--- src/hdl/srarq_pkg.sv ---
`default_nettype none

package srarq_pkg;

  // defaults for the top level parameters
  localparam int DEF_MAX_WINDOW = 8;
  localparam int DEF_SEQ_WIDTH  = 4;

  // fixed field widths
  localparam int CFG_W     = 3;
  localparam int MASK_W    = 8;
  localparam int SLOT_W    = 3;
  localparam int SEQ_NUM_W = 4;
  localparam int OUTCOME_W = 3;

  // sequence number width loaded by reset
  localparam int RESET_SEQ_BITS = 3;

  // command codes
  localparam logic FUNC_RESTART = 1'b0;
  localparam logic FUNC_ROUND   = 1'b1;

  // outcome codes
  localparam logic [OUTCOME_W-1:0] OUT_NEW_ACKED    = 3'd0;
  localparam logic [OUTCOME_W-1:0] OUT_NEW_ACK_LOST = 3'd1;
  localparam logic [OUTCOME_W-1:0] OUT_DUP_ACKED    = 3'd2;
  localparam logic [OUTCOME_W-1:0] OUT_DUP_ACK_LOST = 3'd3;
  localparam logic [OUTCOME_W-1:0] OUT_DAMAGED_NAK  = 3'd4;
  localparam logic [OUTCOME_W-1:0] OUT_LOST         = 3'd5;
  localparam logic [OUTCOME_W-1:0] OUT_RESTARTED    = 3'd6;

  typedef struct packed {
    logic              func;
    logic [MASK_W-1:0] frame_arrived_mask;
    logic [MASK_W-1:0] frame_damaged_mask;
    logic [MASK_W-1:0] ack_arrived_mask;
  } req_t;

  typedef struct packed {
    logic [SLOT_W-1:0]    slot;
    logic [SEQ_NUM_W-1:0] seq_number;
    logic [OUTCOME_W-1:0] outcome;
    logic                 last;
  } rsp_t;

  // datapath operations selected by the control word
  typedef enum logic [2:0] {
    OP_NONE,
    OP_FETCH,
    OP_VISIT,
    OP_SLIDE,
    OP_RESTART
  } uop_t;

  typedef struct packed {
    uop_t op;
  } ctrl_t;

  typedef struct packed {
    logic restart;
    logic in_window;
    logic head_acked;
    logic out_busy;
  } stat_t;

endpackage

`default_nettype wire

--- src/hdl/srarq_useq.sv ---
`default_nettype none

module srarq_useq
  import srarq_pkg::*;
(
  input  wire logic  clk,
  input  wire logic  rst,
  input  wire logic  req_valid,
  input  wire stat_t stat,
  output ctrl_t      ctrl
);

  typedef enum logic [2:0] {
    C_ALWAYS,
    C_NO_INPUT,
    C_RESTART,
    C_IN_WINDOW,
    C_HEAD_ACKED,
    C_OUT_BUSY
  } cond_t;

  typedef logic [2:0] step_t;

  typedef struct packed {
    uop_t  op;
    cond_t cond;
    step_t target;
  } uword_t;

  localparam step_t ST_FETCH   = 3'd0;
  localparam step_t ST_DECODE  = 3'd1;
  localparam step_t ST_VISIT   = 3'd2;
  localparam step_t ST_SLIDE   = 3'd3;
  localparam step_t ST_DONE    = 3'd4;
  localparam step_t ST_RESTART = 3'd5;
  localparam step_t ST_RDONE   = 3'd6;

  step_t  upc;
  step_t  upc_next;
  uword_t uw;
  logic   take;

  // control store: jump to target when the condition holds, else fall through
  always_comb begin
    case (upc)
      ST_FETCH:   uw = '{op: OP_FETCH,   cond: C_NO_INPUT,   target: ST_FETCH};
      ST_DECODE:  uw = '{op: OP_NONE,    cond: C_RESTART,    target: ST_RESTART};
      ST_VISIT:   uw = '{op: OP_VISIT,   cond: C_IN_WINDOW,  target: ST_VISIT};
      ST_SLIDE:   uw = '{op: OP_SLIDE,   cond: C_HEAD_ACKED, target: ST_SLIDE};
      ST_DONE:    uw = '{op: OP_NONE,    cond: C_ALWAYS,     target: ST_FETCH};
      ST_RESTART: uw = '{op: OP_RESTART, cond: C_OUT_BUSY,   target: ST_RESTART};
      ST_RDONE:   uw = '{op: OP_NONE,    cond: C_ALWAYS,     target: ST_FETCH};
      default:    uw = '{op: OP_NONE,    cond: C_ALWAYS,     target: ST_FETCH};
    endcase
  end

  always_comb begin
    case (uw.cond)
      C_ALWAYS:     take = 1'b1;
      C_NO_INPUT:   take = !req_valid;
      C_RESTART:    take = stat.restart;
      C_IN_WINDOW:  take = stat.in_window;
      C_HEAD_ACKED: take = stat.head_acked;
      C_OUT_BUSY:   take = stat.out_busy;
      default:      take = 1'b0;
    endcase
    upc_next = take ? uw.target : step_t'(upc + 3'd1);
  end

  assign ctrl.op = uw.op;

  always_ff @(posedge clk) begin
    if (rst) begin
      upc <= ST_FETCH;
    end else begin
      upc <= upc_next;
    end
  end

`ifndef SYNTHESIS
  a_fetch_to_decode: assert property (@(posedge clk) disable iff (rst)
    (upc == ST_FETCH && req_valid) |=> upc == ST_DECODE)
    else $error("accepted transfer did not start decode");

  a_slide_exit: assert property (@(posedge clk) disable iff (rst)
    (upc == ST_SLIDE && !stat.head_acked) |=> upc == ST_DONE)
    else $error("slide did not stop at an unacknowledged head");

  a_done_head_open: assert property (@(posedge clk) disable iff (rst)
    (upc == ST_DONE) |-> !stat.head_acked)
    else $error("round ended with an acknowledged head slot");
`endif

endmodule

`default_nettype wire

--- src/hdl/srarq_dpath.sv ---
`default_nettype none

module srarq_dpath
  import srarq_pkg::*;
#(
  parameter int MAX_WINDOW = DEF_MAX_WINDOW,
  parameter int SEQ_WIDTH  = DEF_SEQ_WIDTH
) (
  input  wire logic             clk,
  input  wire logic             rst,
  input  wire logic             cfg_we,
  input  wire logic [CFG_W-1:0] cfg_wdata,
  input  wire logic             req_valid,
  input  wire req_t             req,
  input  wire ctrl_t            ctrl,
  output stat_t                 stat,
  output logic                  rsp_valid,
  input  wire logic             rsp_stall,
  output rsp_t                  rsp
);

  localparam int IDX_W       = (MAX_WINDOW > 1) ? $clog2(MAX_WINDOW) : 1;
  localparam int SEQ_W       = (SEQ_WIDTH > IDX_W) ? SEQ_WIDTH : IDX_W;
  localparam int CNT_W       = $clog2(MAX_WINDOW + 1);
  localparam int RST_BITS    = (RESET_SEQ_BITS > SEQ_WIDTH) ? SEQ_WIDTH : RESET_SEQ_BITS;
  localparam int RST_WIN_RAW = 1 << (RST_BITS - 1);
  localparam int RST_WIN     = (RST_WIN_RAW > MAX_WINDOW) ? MAX_WINDOW : RST_WIN_RAW;

  logic [CFG_W-1:0]     seq_bits;
  logic [SEQ_W-1:0]     send_seq     [MAX_WINDOW];
  logic                 slot_acked   [MAX_WINDOW];
  logic [SEQ_W-1:0]     expected_seq [MAX_WINDOW];
  logic [SEQ_WIDTH-1:0] next_send_seq;
  logic [SEQ_WIDTH-1:0] next_recv_seq;
  logic [CNT_W-1:0]     i;
  req_t                 req_q;

  logic [CFG_W-1:0]     eff_bits;
  logic [SEQ_WIDTH-1:0] mod_mask;
  logic [4:0]           win_raw;
  logic [CNT_W-1:0]     win;
  logic [SEQ_WIDTH-1:0] send_m;
  logic [SEQ_WIDTH-1:0] recv_m;
  logic [SEQ_WIDTH-1:0] send_inc;
  logic [SEQ_WIDTH-1:0] recv_inc;
  logic [IDX_W-1:0]     cur;
  logic [SEQ_W-1:0]     cur_seq;
  logic                 cur_acked;
  logic                 arrived;
  logic                 ack_in;
  logic                 hit_any;
  logic [IDX_W-1:0]     hit_idx;
  logic                 more_after;
  logic [OUTCOME_W-1:0] outcome;
  logic                 out_busy;
  logic                 in_window;
  logic                 fetch_acc;
  logic                 do_visit;
  logic                 emit_visit;
  logic                 step_i;
  logic                 do_restart;
  logic                 do_slide;

  // effective width and window size
  always_comb begin
    if (seq_bits == '0) begin
      eff_bits = CFG_W'(1);
    end else if (seq_bits > CFG_W'(SEQ_WIDTH)) begin
      eff_bits = CFG_W'(SEQ_WIDTH);
    end else begin
      eff_bits = seq_bits;
    end
    mod_mask = {SEQ_WIDTH{1'b1}} >> (CFG_W'(SEQ_WIDTH) - eff_bits);
    win_raw  = 5'd1 << (eff_bits - CFG_W'(1));
    win      = (win_raw > 5'(MAX_WINDOW)) ? CNT_W'(MAX_WINDOW) : win_raw[CNT_W-1:0];
  end

  assign send_m   = next_send_seq & mod_mask;
  assign recv_m   = next_recv_seq & mod_mask;
  assign send_inc = SEQ_WIDTH'(send_m + 1'b1) & mod_mask;
  assign recv_inc = SEQ_WIDTH'(recv_m + 1'b1) & mod_mask;

  assign cur       = i[IDX_W-1:0];
  assign in_window = i < win;
  assign cur_seq   = send_seq[cur];
  assign cur_acked = slot_acked[cur];
  assign arrived   = req_q.frame_arrived_mask[cur];
  assign ack_in    = req_q.ack_arrived_mask[cur];

  // receiver list lookup, lowest matching entry wins
  always_comb begin
    hit_any = 1'b0;
    hit_idx = '0;
    for (int j = MAX_WINDOW - 1; j >= 0; j--) begin
      if (CNT_W'(j) < win && expected_seq[j] == cur_seq) begin
        hit_any = 1'b1;
        hit_idx = IDX_W'(j);
      end
    end
  end

  // any unacknowledged slot still to come in this round
  always_comb begin
    more_after = 1'b0;
    for (int k = 0; k < MAX_WINDOW; k++) begin
      if (CNT_W'(k) > i && CNT_W'(k) < win && !slot_acked[k]) begin
        more_after = 1'b1;
      end
    end
  end

  always_comb begin
    if (arrived) begin
      if (ack_in) begin
        outcome = hit_any ? OUT_NEW_ACKED : OUT_DUP_ACKED;
      end else begin
        outcome = hit_any ? OUT_NEW_ACK_LOST : OUT_DUP_ACK_LOST;
      end
    end else begin
      outcome = req_q.frame_damaged_mask[cur] ? OUT_DAMAGED_NAK : OUT_LOST;
    end
  end

  assign out_busy   = rsp_valid && rsp_stall;
  assign fetch_acc  = (ctrl.op == OP_FETCH) && req_valid;
  assign do_visit   = (ctrl.op == OP_VISIT) && in_window;
  assign emit_visit = do_visit && !cur_acked && !out_busy;
  assign step_i     = do_visit && (cur_acked || !out_busy);
  assign do_restart = (ctrl.op == OP_RESTART) && !out_busy;
  assign do_slide   = (ctrl.op == OP_SLIDE) && slot_acked[0];

  assign stat.restart    = (req_q.func == FUNC_RESTART);
  assign stat.in_window  = in_window;
  assign stat.head_acked = slot_acked[0];
  assign stat.out_busy   = out_busy;

  always_ff @(posedge clk) begin
    if (rst) begin
      seq_bits      <= CFG_W'(RESET_SEQ_BITS);
      for (int k = 0; k < MAX_WINDOW; k++) begin
        send_seq[k]     <= SEQ_W'(k);
        expected_seq[k] <= SEQ_W'(k);
        slot_acked[k]   <= 1'b0;
      end
      next_send_seq <= SEQ_WIDTH'(RST_WIN);
      next_recv_seq <= SEQ_WIDTH'(RST_WIN);
      i             <= '0;
      rsp_valid     <= 1'b0;
    end else begin
      if (cfg_we) begin
        seq_bits <= cfg_wdata;
      end
      if (fetch_acc) begin
        i <= '0;
      end
      if (step_i) begin
        i <= CNT_W'(i + 1'b1);
      end
      if (emit_visit && arrived) begin
        if (hit_any) begin
          expected_seq[hit_idx] <= SEQ_W'(recv_m);
          next_recv_seq         <= recv_inc;
        end
        if (ack_in) begin
          slot_acked[cur] <= 1'b1;
        end
      end
      if (do_restart) begin
        for (int k = 0; k < MAX_WINDOW; k++) begin
          send_seq[k]     <= SEQ_W'(k);
          expected_seq[k] <= SEQ_W'(k);
          slot_acked[k]   <= 1'b0;
        end
        next_send_seq <= SEQ_WIDTH'(win);
        next_recv_seq <= SEQ_WIDTH'(win);
      end
      // drop the head slot, move the rest down, refill the tail
      if (do_slide) begin
        for (int k = 0; k < MAX_WINDOW - 1; k++) begin
          if (CNT_W'(k + 1) < win) begin
            send_seq[k]   <= send_seq[k + 1];
            slot_acked[k] <= slot_acked[k + 1];
          end
        end
        for (int k = 0; k < MAX_WINDOW; k++) begin
          if (CNT_W'(k + 1) == win) begin
            send_seq[k]   <= SEQ_W'(send_m);
            slot_acked[k] <= 1'b0;
          end
        end
        next_send_seq <= send_inc;
      end
      if (emit_visit || do_restart) begin
        rsp_valid <= 1'b1;
      end else if (!rsp_stall) begin
        rsp_valid <= 1'b0;
      end
    end
  end

  // payload registers
  always_ff @(posedge clk) begin
    if (fetch_acc) begin
      req_q <= req;
    end
    if (emit_visit) begin
      rsp.slot       <= SLOT_W'(cur);
      rsp.seq_number <= SEQ_NUM_W'(cur_seq);
      rsp.outcome    <= outcome;
      rsp.last       <= !more_after;
    end else if (do_restart) begin
      rsp.slot       <= '0;
      rsp.seq_number <= '0;
      rsp.outcome    <= OUT_RESTARTED;
      rsp.last       <= 1'b1;
    end
  end

`ifndef SYNTHESIS
  a_restart_form: assert property (@(posedge clk) disable iff (rst)
    (rsp_valid && rsp.outcome == OUT_RESTARTED) |->
      (rsp.last && rsp.slot == '0 && rsp.seq_number == '0))
    else $error("restart result malformed");

  a_head_ack_source: assert property (@(posedge clk) disable iff (rst)
    $rose(slot_acked[0]) |-> ($past(ctrl.op) == OP_VISIT || $past(ctrl.op) == OP_SLIDE))
    else $error("head slot acknowledged outside a round");
`endif

endmodule

`default_nettype wire

--- src/hdl/selective_repeat_arq_window.sv ---
`default_nettype none

// Sender and receiver windows of a selective-repeat ARQ link. A command with
// func clear reloads both windows from sequence zero and answers with one
// restarted result. A command with func set runs one transmission round: one
// result per unacknowledged sender slot, in slot order, the final one marked
// by last, after which the sender window slides past its leading acknowledged
// slots and refills with fresh numbers. A round with every slot acknowledged
// gives no result. Control is a small microprogram stepping a shared slot
// datapath one slot per cycle while the result side does not stall. The
// next command is taken once the previous one has finished; its results may
// still sit in the output register. The user must write seq_bits only
// between commands; the block itself does not enforce this.
module selective_repeat_arq_window
  import srarq_pkg::*;
#(
  parameter int MAX_WINDOW = DEF_MAX_WINDOW,
  parameter int SEQ_WIDTH  = DEF_SEQ_WIDTH
) (
  input  wire logic             clk,
  input  wire logic             rst,
  // configuration: seq_bits
  input  wire logic             cfg_we,
  input  wire logic [CFG_W-1:0] cfg_wdata,
  // command transfer
  input  wire logic             req_valid,
  output logic                  req_stall,
  input  wire req_t             req,
  // result transfer
  output logic                  rsp_valid,
  input  wire logic             rsp_stall,
  output rsp_t                  rsp
);

  ctrl_t ctrl;
  stat_t stat;

  // step counter and control store
  srarq_useq u_useq (
    .clk       (clk),
    .rst       (rst),
    .req_valid (req_valid),
    .stat      (stat),
    .ctrl      (ctrl)
  );

  // window state, slot datapath and output register
  srarq_dpath #(
    .MAX_WINDOW (MAX_WINDOW),
    .SEQ_WIDTH  (SEQ_WIDTH)
  ) u_dpath (
    .clk       (clk),
    .rst       (rst),
    .cfg_we    (cfg_we),
    .cfg_wdata (cfg_wdata),
    .req_valid (req_valid),
    .req       (req),
    .ctrl      (ctrl),
    .stat      (stat),
    .rsp_valid (rsp_valid),
    .rsp_stall (rsp_stall),
    .rsp       (rsp)
  );

  // commands are taken only at the fetch step of the program
  assign req_stall = (ctrl.op != OP_FETCH);

endmodule

`default_nettype wire

--- config.mk ---
export PLATFORM = sky130hd
export DESIGN_NAME = selective_repeat_arq_window
export DESIGN_NICKNAME = d
export VERILOG_FILES = /design/src/hdl/srarq_pkg.sv /design/src/hdl/srarq_useq.sv /design/src/hdl/srarq_dpath.sv /design/src/hdl/selective_repeat_arq_window.sv
export SDC_FILE = /design/constraint.sdc
export NUM_CORES = 1
export LEC_CHECK = 0
export ABC_AREA = 1
export CORE_MARGIN = 4
export CORE_UTILIZATION = 55
export CTS_CLUSTER_DIAMETER = 100
export DETAILED_ROUTE_END_ITERATION = 8
export DONT_BUFFER_PORTS = 1
export MAX_ROUTING_LAYER = met4
export PLACE_DENSITY_LB_ADDON = 0.15
export SLEW_MARGIN = 20
export SYNTH_ARGS = -nofsm -noshare
export SYNTH_HDL_FRONTEND = slang
export SYNTH_HIERARCHICAL = 1
export SYNTH_SLANG_ARGS = --single-unit
--- constraint.sdc ---
create_clock -name clk -period 9.8 [get_ports clk]
set_clock_uncertainty 0.2 [all_clocks]
set_input_delay 0.49 -clock clk [delete_from_list [all_inputs] [get_ports clk]]
set_output_delay 0.49 -clock clk [all_outputs]
set_load 0.05 [all_outputs]
==> results of run 1 <==
## placed cells by master, fill, tap and decap left out, types with 6 or more instances in the layout
cell type      synthesis  routed
ha_1                  19      19
dlygate4sd3_1          0      29
inv_1                128     128
edfxtp_1             100     100
inv_2                 11      11
dfxtp_1               30      30
xor2_1                 6       6
xnor2_1                7       7
a21oi_1               28      28
nand3_2                9       9
o22ai_1               23      23
o21ai_0               29      29
nand3b_1              12      12
nor3_1                 8       8
nor2_1                80      80
nand2_4                6       6
nand2_2               18      18
nand3_1               67      67
or2_2                  6       6
clkbuf_16              0      17
nand4_1               14      14
nand2_1              162     162
## sequential cells by signal, summed over array words and instances, names as in the netlist, named ones only
signal / flops
u_dpath/rsp_valid: 1
u_dpath/next_recv_seq: 4
u_dpath/send_seq: 32
u_dpath/i: 4
u_dpath/seq_bits: 3
u_dpath/next_send_seq: 4
u_dpath/slot_acked: 8
u_dpath/expected_seq: 32
u_dpath/req_q: 25
u_dpath/rsp: 11
u_useq/upc: 3
## cell families after synthesis
| logic type | share of synthesized area |
|---|---|
| buffers and inverters | 0.08850 |
| AND/OR/NAND/NOR | 0.2711 |
| flip-flops | 0.4930 |
| adder cells (fa/ha/maj) | 0.03252 |
| AO/OA/AOI/OAI | 0.09706 |
| XOR/XNOR | 0.01780 |
## power by group
group	internal (uW)	switching (uW)
Combinational	126	307
Sequential	658	55.3
Clock	324	244
## what timing repair did
action,4_1_cts,5_1_grt
hold endpoints to repair,38,0
resized for setup,0,0
endpoints found under the setup margin,0,0
setup buffers,0,0
hold buffers,29,0
## path summary, 6_finish.rpt
path | to | start | slack, ns
max reg2reg | u_dpath/slot_acked[2] | u_useq/upc[0] | 5.63
min | u_dpath/next_recv_seq[2] | rst | 0.04
min reg2reg | u_dpath/seq_bits[0] | u_dpath/seq_bits[0] | 0.27
max | u_dpath/slot_acked[2] | u_useq/upc[0] | 5.63
## area by class of cell
class | count | share of cell area
sequential | 130 | 0.4372
multi-input combinational | 550 | 0.3712
inverter | 141 | 0.06482
clock buffer | 17 | 0.05162
timing repair buffer | 29 | 0.03522
tap | 172 | 0.02611
clock inverter | 15 | 0.01382
## metrics by stage
step           setup WS, ns  cell area, sq um  instances
2_1_floorplan         6.475              7310        836
3_3_place_gp          5.919              7412        993
4_1_cts               5.743              8242       1054
6_report              5.629              8242       1054
3_5_place_dp          5.777              7412        993
5_1_grt               5.286              8242       1054
## per-layer routing
layer | vias up | GRT usage | wire length (um)
met5 | - | - | 0
met4 | 0 | 0.07958 | 316
met3 | 33 | 0.05672 | 1468
met2 | 277 | 0.4356 | 9342
met1 | 2866 | 0.3634 | 8076
li1 | 2875 | - | -
==> out/metrics.yaml, run 1 <==
logic_synthesis:
  post_synth_instance_area_sq_mm: 0.007310
  synth.top_cells.by_area: "edfxtp_1 (41%), nand2_1 (8.3%), dfxtp_1 (8.2%)"
  post_synth_num_cell_types: 52
  net_count_synth: 888
  ys.flop_type: "edfxtp_1"
  ys.warnings.count: 6
  yosysSeqAreaShare: 0.4930
  per_instance_average_area_after_synthesis_sq_um: 8.743
  yosysMostFrequentCell: "nand2_1"
  async_flop_share: 0
  netlist.top_cell.by_area: "edfxtp_1"
  synth.top_cell.area_share: 0.4108
  syn-instance-count: 836
  synth_enable_flop_cells: 100
  synth.top_cells.by_count: "nand2_1 (162), inv_1 (128), edfxtp_1 (100)"
  postSynthRegisterBits: 130
power_and_ir_drop:
  leakage_dissipation_uw: 0.003292
  power.total_uw: 1714
  power.density_cell_area_mw_per_mm2: 207.9
  power.ir.vdd_worst_mv: 0.1596
place:
  gp_routability_congestion: 0.9835
  io_buffer_count: 0
  dp_hpwl_mm: 13.93
global_routing:
  global_route.usage.total: 0.2757
  first_pass_grt_wire_length_mm: 30.47
  grt_remaining_overflow: 0
  pin_count_of_the_biggest_net_entering_global_routing: 26
  grt_antenna_before_repair: 0
  number_of_global_route_vias_before_repair: 5853
detailed_routing:
  detail-route-antenna-nets: 0
  vias_per_cell: 5.741
  dr_total_vias: 6051
  detail_route.iter0.violations: 821
  routedWlPerCell_um: 18.22
  drt-total-wl_mm: 19.20
  detailedRoute.firstPassIterationCount: 5
  drc: 0
layout:
  area_growth_pct: 12.75
  drive_gt1_frac: 0.1202
  register_area_sq_mm: 0.003603
  multi_input_logic_area_sq_mm: 0.003059
  layout.filler_cells: 1088
  antennaDiodeCount: 0
  post-route-util: 0.6426
  fin_nets: 921
sta:
  slew_violations: 0
  fin_worst_hold_slack_ns: 0.04184
  setup_viol: 0
  total_negative_slack_for_setup_checks_ns: 0
  post-route-min-period_ns: 4.171
  grt_setup_unrepaired: "false"
  hold_viol: 0
  fmax_mhz: 239.8
  share_of_the_clock_period_used_by_the_worst_path: 0.4256
  max_slew.worst_pin.slew_ns: 1.138
  relSlewSlack: 0.2346
worst_setup_path:
  worst_setup_path_end_kind: "register"
  worst-path-max-fanout: 16
  r2r.worst_path.cells: 14
  critical_path_required_ns: 9.89
  critPathLaunchType: "register"
  cpPeakStageDelay_ns: 0.98
  crit_chain: "inv_1, ha_1, o21ai_0, nand2_1, inv_1, a21oi_1, nor4_1, inv_1, nand2_1, inv_1, nand2_1, o21ai_0, o21ai_0, o21ai_1"
  worst_path_max_delay_cell: "nor4_1"
  timing_worst_setup_path_type: "register to register"
  critical_path.n_buffers_inverters: 4
  critical_path.top_delay_family: "simple AND/OR/NAND/NOR gates"
  worstPathArrival_ns: 4.26
  worstSetupPathDepth: 14
  crit_top_cell: "inv_1"
floorplan:
  core-area_sq_mm: 0.01282
  floorplan_die_height_um: 123.3
  die_width_um: 123.3
  design.die.area_sq_mm: 0.01520
  initial_utilization: 0.5700
  floorplan.io_pins: 46
  rows: 41
clock_tree:
  tritoncts: "built"
  cts.reportedPaths.clkPinSlew_ns: 0.06
  cts_buffer_depth: 2
  h_tree_lvl_count: 4
  clock-sinks: 130
  cts_inserted_buffers: 17
  cts.root.buffer_cell: "clkbuf_16"
  clkLatencyLatePin_ns: 0.42
flow_run:
  max_cap_violations: 0
min_path:
  hold_path_depth: 2
  hold_class: "primary input to register"
run_status:
  run_status: "complete, no violations"
Power figures use the tool's default switching activity.
==> inputs of run 2 (changes only) <==
--- a/config.mk
+++ b/config.mk
@@ -5,7 +5,7 @@
 export SDC_FILE = /design/constraint.sdc
 export NUM_CORES = 1
 export LEC_CHECK = 0
-export ABC_AREA = 1
+export ABC_AREA = 0
 export CORE_MARGIN = 4
 export CORE_UTILIZATION = 55
 export CTS_CLUSTER_DIAMETER = 100
==> constraint.sdc (replaced) <==
create_clock -name clk -period 4.2 [get_ports clk]
set_clock_uncertainty 0.2 [all_clocks]
set_input_delay 0.21 -clock clk [delete_from_list [all_inputs] [get_ports clk]]
set_output_delay 0.21 -clock clk [all_outputs]
set_load 0.05 [all_outputs]
==> out/metrics.yaml, run 2 <==
worst_setup_path:
  worst_path_max_delay_cell: "dfxtp_1"  # was nor4_1
  cpPeakStageDelay_ns: 0.39  # was 0.98 ns
  critPathLaunchType: "register"  # unchanged
  worstSetupPathDepth: 15  # was 14
  worst_r2r_startpoint: "u_dpath/seq_bits[2]"  # was u_useq/upc[0]
  timing_worst_setup_path_type: "register to register"  # unchanged
  worst-path-max-fanout: 11  # was 16
  r2r.worst_path.cells: 15  # was 14
  critical_path_required_ns: 4.11  # was 9.89 ns
  worstPathArrival_ns: 3.75  # was 4.26 ns
  worst_setup_path_end_kind: "register"  # unchanged
  worst_r2r_endpoint: "u_dpath/expected_seq[2][0]"  # was u_dpath/slot_acked[2]
  reg2reg_setup_slack_ns: 0.36  # was 5.63 ns
  crit_chain: "nor2b_2, inv_1, ha_1, xor2_1, nor2_1, buf_4, nand2_1, ha_1, o21a_1, o21ai_1, nand4_2, nor4_4, nor2b_1, o21ai_1, nand2_1"  # was inv_1, ha_1, o21ai_0, nand2_1, inv_1, a21oi_1, nor4_1, inv_1, nand2_1, inv_1, nand2_1, o21ai_0, o21ai_0, o21ai_1
  timing.critical_path.from: "u_dpath/seq_bits[2]"  # was u_useq/upc[0]
  critical_path.top_delay_family: "simple AND/OR/NAND/NOR gates"  # unchanged
  critical_path.n_buffers_inverters: 2  # was 4
run_status:
  run_status: "complete, no violations"  # unchanged
place:
  dp_hpwl_mm: 12.80  # was 13.93 mm
  io_buffer_count: 0  # unchanged
  gp_routability_congestion: 0.9461  # was 0.9835
logic_synthesis:
  post_synth_num_cell_types: 77  # was 52
  synth.top_cell.area_share: 0.4235  # was 0.4108
  post_synth_instance_area_sq_mm: 0.007091  # was 0.007310 sq mm
  netlist.top_cell.by_area: "edfxtp_1"  # unchanged
  ys.warnings.count: 6  # unchanged
  per_instance_average_area_after_synthesis_sq_um: 10.66  # was 8.743 sq um
  synth.top_cells.by_count: "edfxtp_1 (100), nor2_1 (81), nand2_1 (64)"  # was nand2_1 (162), inv_1 (128), edfxtp_1 (100)
  net_count_synth: 717  # was 888
  yosysMostFrequentCell: "edfxtp_1"  # was nand2_1
  syn-instance-count: 665  # was 836
  yosysSeqAreaShare: 0.5082  # was 0.4930
  async_flop_share: 0  # unchanged
  synth.top_cells.by_area: "edfxtp_1 (42%), dfxtp_1 (8.5%), nor2_1 (4.3%)"  # was edfxtp_1 (41%), nand2_1 (8.3%), dfxtp_1 (8.2%)
  ys.flop_type: "edfxtp_1"  # unchanged
  synth_enable_flop_cells: 100  # unchanged
  postSynthRegisterBits: 130  # unchanged
sta:
  slew_violations: 0  # unchanged
  share_of_the_clock_period_used_by_the_worst_path: 0.9135  # was 0.4256
  setup_viol: 0  # unchanged
  post-route-min-period_ns: 3.837  # was 4.171 ns
  total_negative_slack_for_setup_checks_ns: 0  # unchanged
  fmax_mhz: 260.6  # was 239.8 MHz
  hold_viol: 0  # unchanged
  fin_worst_hold_slack_ns: 0.05263  # was 0.04184 ns
  relSlewSlack: 0.2467  # was 0.2346
  grt_setup_unrepaired: "false"  # unchanged
  max_slew.worst_pin.slew_ns: 1.126  # was 1.138 ns
floorplan:
  die_width_um: 121.5  # was 123.3 um
  design.die.area_sq_mm: 0.01477  # was 0.01520 sq mm
  floorplan_die_height_um: 121.5  # was 123.3 um
  rows: 41  # unchanged
  initial_utilization: 0.5619  # was 0.5700
  floorplan.io_pins: 46  # unchanged
  core-area_sq_mm: 0.01262  # was 0.01282 sq mm
global_routing:
  first_pass_grt_wire_length_mm: 29.87  # was 30.47 mm
  global_route.usage.total: 0.2735  # was 0.2757
  grt_antenna_before_repair: 0  # unchanged
  pin_count_of_the_biggest_net_entering_global_routing: 26  # unchanged
  grt_remaining_overflow: 0  # unchanged
  number_of_global_route_vias_before_repair: 5606  # was 5853
layout:
  antennaDiodeCount: 0  # unchanged
  largest_registers: "u_dpath/expected_seq (32), u_dpath/send_seq (32), u_dpath/req_q (25)"  # unchanged
  drive_gt1_frac: 0.1252  # was 0.1202
  layout.filler_cells: 993  # was 1088
  fin_nets: 766  # was 921
  area_growth_pct: 16.32  # was 12.75%
  mostFrequentLayoutCells: "edfxtp_1 (100), nor2_1 (81), nand2_1 (64)"  # was nand2_1 (162), inv_1 (128), edfxtp_1 (100)
  register_area_sq_mm: 0.003603  # unchanged
  commonest_non_fill_non_tap_cell_in_the_layout: "edfxtp_1"  # was nand2_1
  multi_input_logic_area_sq_mm: 0.003284  # was 0.003059 sq mm
detailed_routing:
  drc: 0  # unchanged
  detail_route.iter0.violations: 647  # was 821
  detailedRoute.firstPassIterationCount: 6  # was 5
  drt-total-wl_mm: 18.61  # was 19.20 mm
  routedWlPerCell_um: 20.70  # was 18.22 um
  dr_total_vias: 5585  # was 6051
  vias_per_cell: 6.212  # was 5.741
  detail-route-antenna-nets: 0  # unchanged
power_and_ir_drop:
  leakage_dissipation_uw: 0.002849  # was 0.003292 uW
  power.total_uw: 4092  # was 1714 uW
  power.ir.vdd_worst_mv: 0.2953  # was 0.1596 mV
  power.density_cell_area_mw_per_mm2: 496.1  # was 207.9 mW/mm^2
clock_tree:
  h_tree_lvl_count: 4  # unchanged
  clkLatencyLatePin_ns: 0.42  # about the same
  cts.root.buffer_cell: "clkbuf_16"  # unchanged
  tritoncts: "built"  # unchanged
  cts_buffer_depth: 2  # unchanged
  clock-sinks: 130  # unchanged
  cts_inserted_buffers: 17  # unchanged
  cts.reportedPaths.clkPinSlew_ns: 0.06  # about the same
min_path:
  hold_class: "primary input to register"  # unchanged
  worstHoldStart: "req_valid"  # was rst
  hold_path_depth: 3  # was 2
  whs_endpoint: "u_dpath/i[2]"  # was u_dpath/next_recv_seq[2]
flow_run:
  max_cap_violations: 0  # unchanged
-- run 2: changes by cell type after synthesis, moves of 10 or more --
cell	change
mux2i_1	+19
nand2_2	-16
nand2b_1	+18
o21ai_0	-10
nand3_1	-53
xnor2_1	+11
o22ai_1	-19
inv_2	-11
nor2b_1	+11
nand2_1	-98
inv_1	-105
-- run 2: metal layers --
layer  share of wire  vias up  routed length [um]  track usage
li1                -     2547                   -            -
met1            0.42     2708                7882       0.3580
met2            0.47      264                8727       0.4104
met3           0.072       66                1332      0.06871
met4           0.036        0                 664       0.1113
met5               0        -                   0            -
-- run 2: area by class of cell --
class / count / area share
flip-flops and latches: 130 / 0.4369
multi-input cells: 485 / 0.3982
repair buffers: 56 / 0.06068
clock buffers: 20 / 0.05294
well taps: 172 / 0.02609
clock inverters: 12 / 0.01426
inverters: 24 / 0.01092
-- run 2: repair_timing --
action | CTS | global route
setup endpoints to repair | 4 | 26
buffers inserted | 0 | 0
hold endpoints to repair | 63 | 0
gates resized for setup | 1 | 4
hold buffers | 32 | 0
cloned | 0 | 0
-- run 2: cells by family after synthesis --
| kind of cell | share of synthesized area |
|---|---|
| AOI/OAI and AO/OA | 0.1304 |
| xor gates and xnor gates | 0.04306 |
| adders and majority gates | 0.03353 |
| buffers and inverters | 0.03229 |
| DFF | 0.5082 |
| muxes | 0.05647 |
| and+or+nand+nor | 0.1960 |
-- run 2: worst max-delay path by stage --
stage	end	slack (ns)
final	u_dpath/expected_seq[2][0]	0.36
after global routing	u_dpath/expected_seq[7][2]	0.06
after CTS	u_dpath/expected_seq[7][1]	0.13
after detailed placement	u_dpath/expected_seq[7][3]	0.03
after global placement	u_dpath/expected_seq[7][3]	0.20
after floorplan	u_dpath/expected_seq[7][0]	0.08
-- run 2: power by group --
group          leakage [uW]  switching [uW]  internal (uW)
sequential          0.00115             123           1550
combinational       0.00143             650            375
clock              0.000269             531            863
-- run 2: per-stage QoR --
| stage | utilization | instance area [sq um] | worst slack [ns] | instances |
|---|---|---|---|---|
| global route | 0.6536 | 8248 | 0.06010 | 899 |
| floorplan | - | 7091 | 0.08488 | 665 |
| detailed placement | 0.5822 | 7347 | 0.02875 | 835 |
| CTS | 0.6520 | 8228 | 0.1315 | 899 |
| global placement | 0.5822 | 7347 | 0.1956 | 835 |
| finish | 0.6536 | 8248 | 0.3631 | 899 |
-- run 2: worst min-delay path: stages --
cell	delay, ns
nand3b_1	0.17
nand3_1	0.14
a21oi_1	0.08
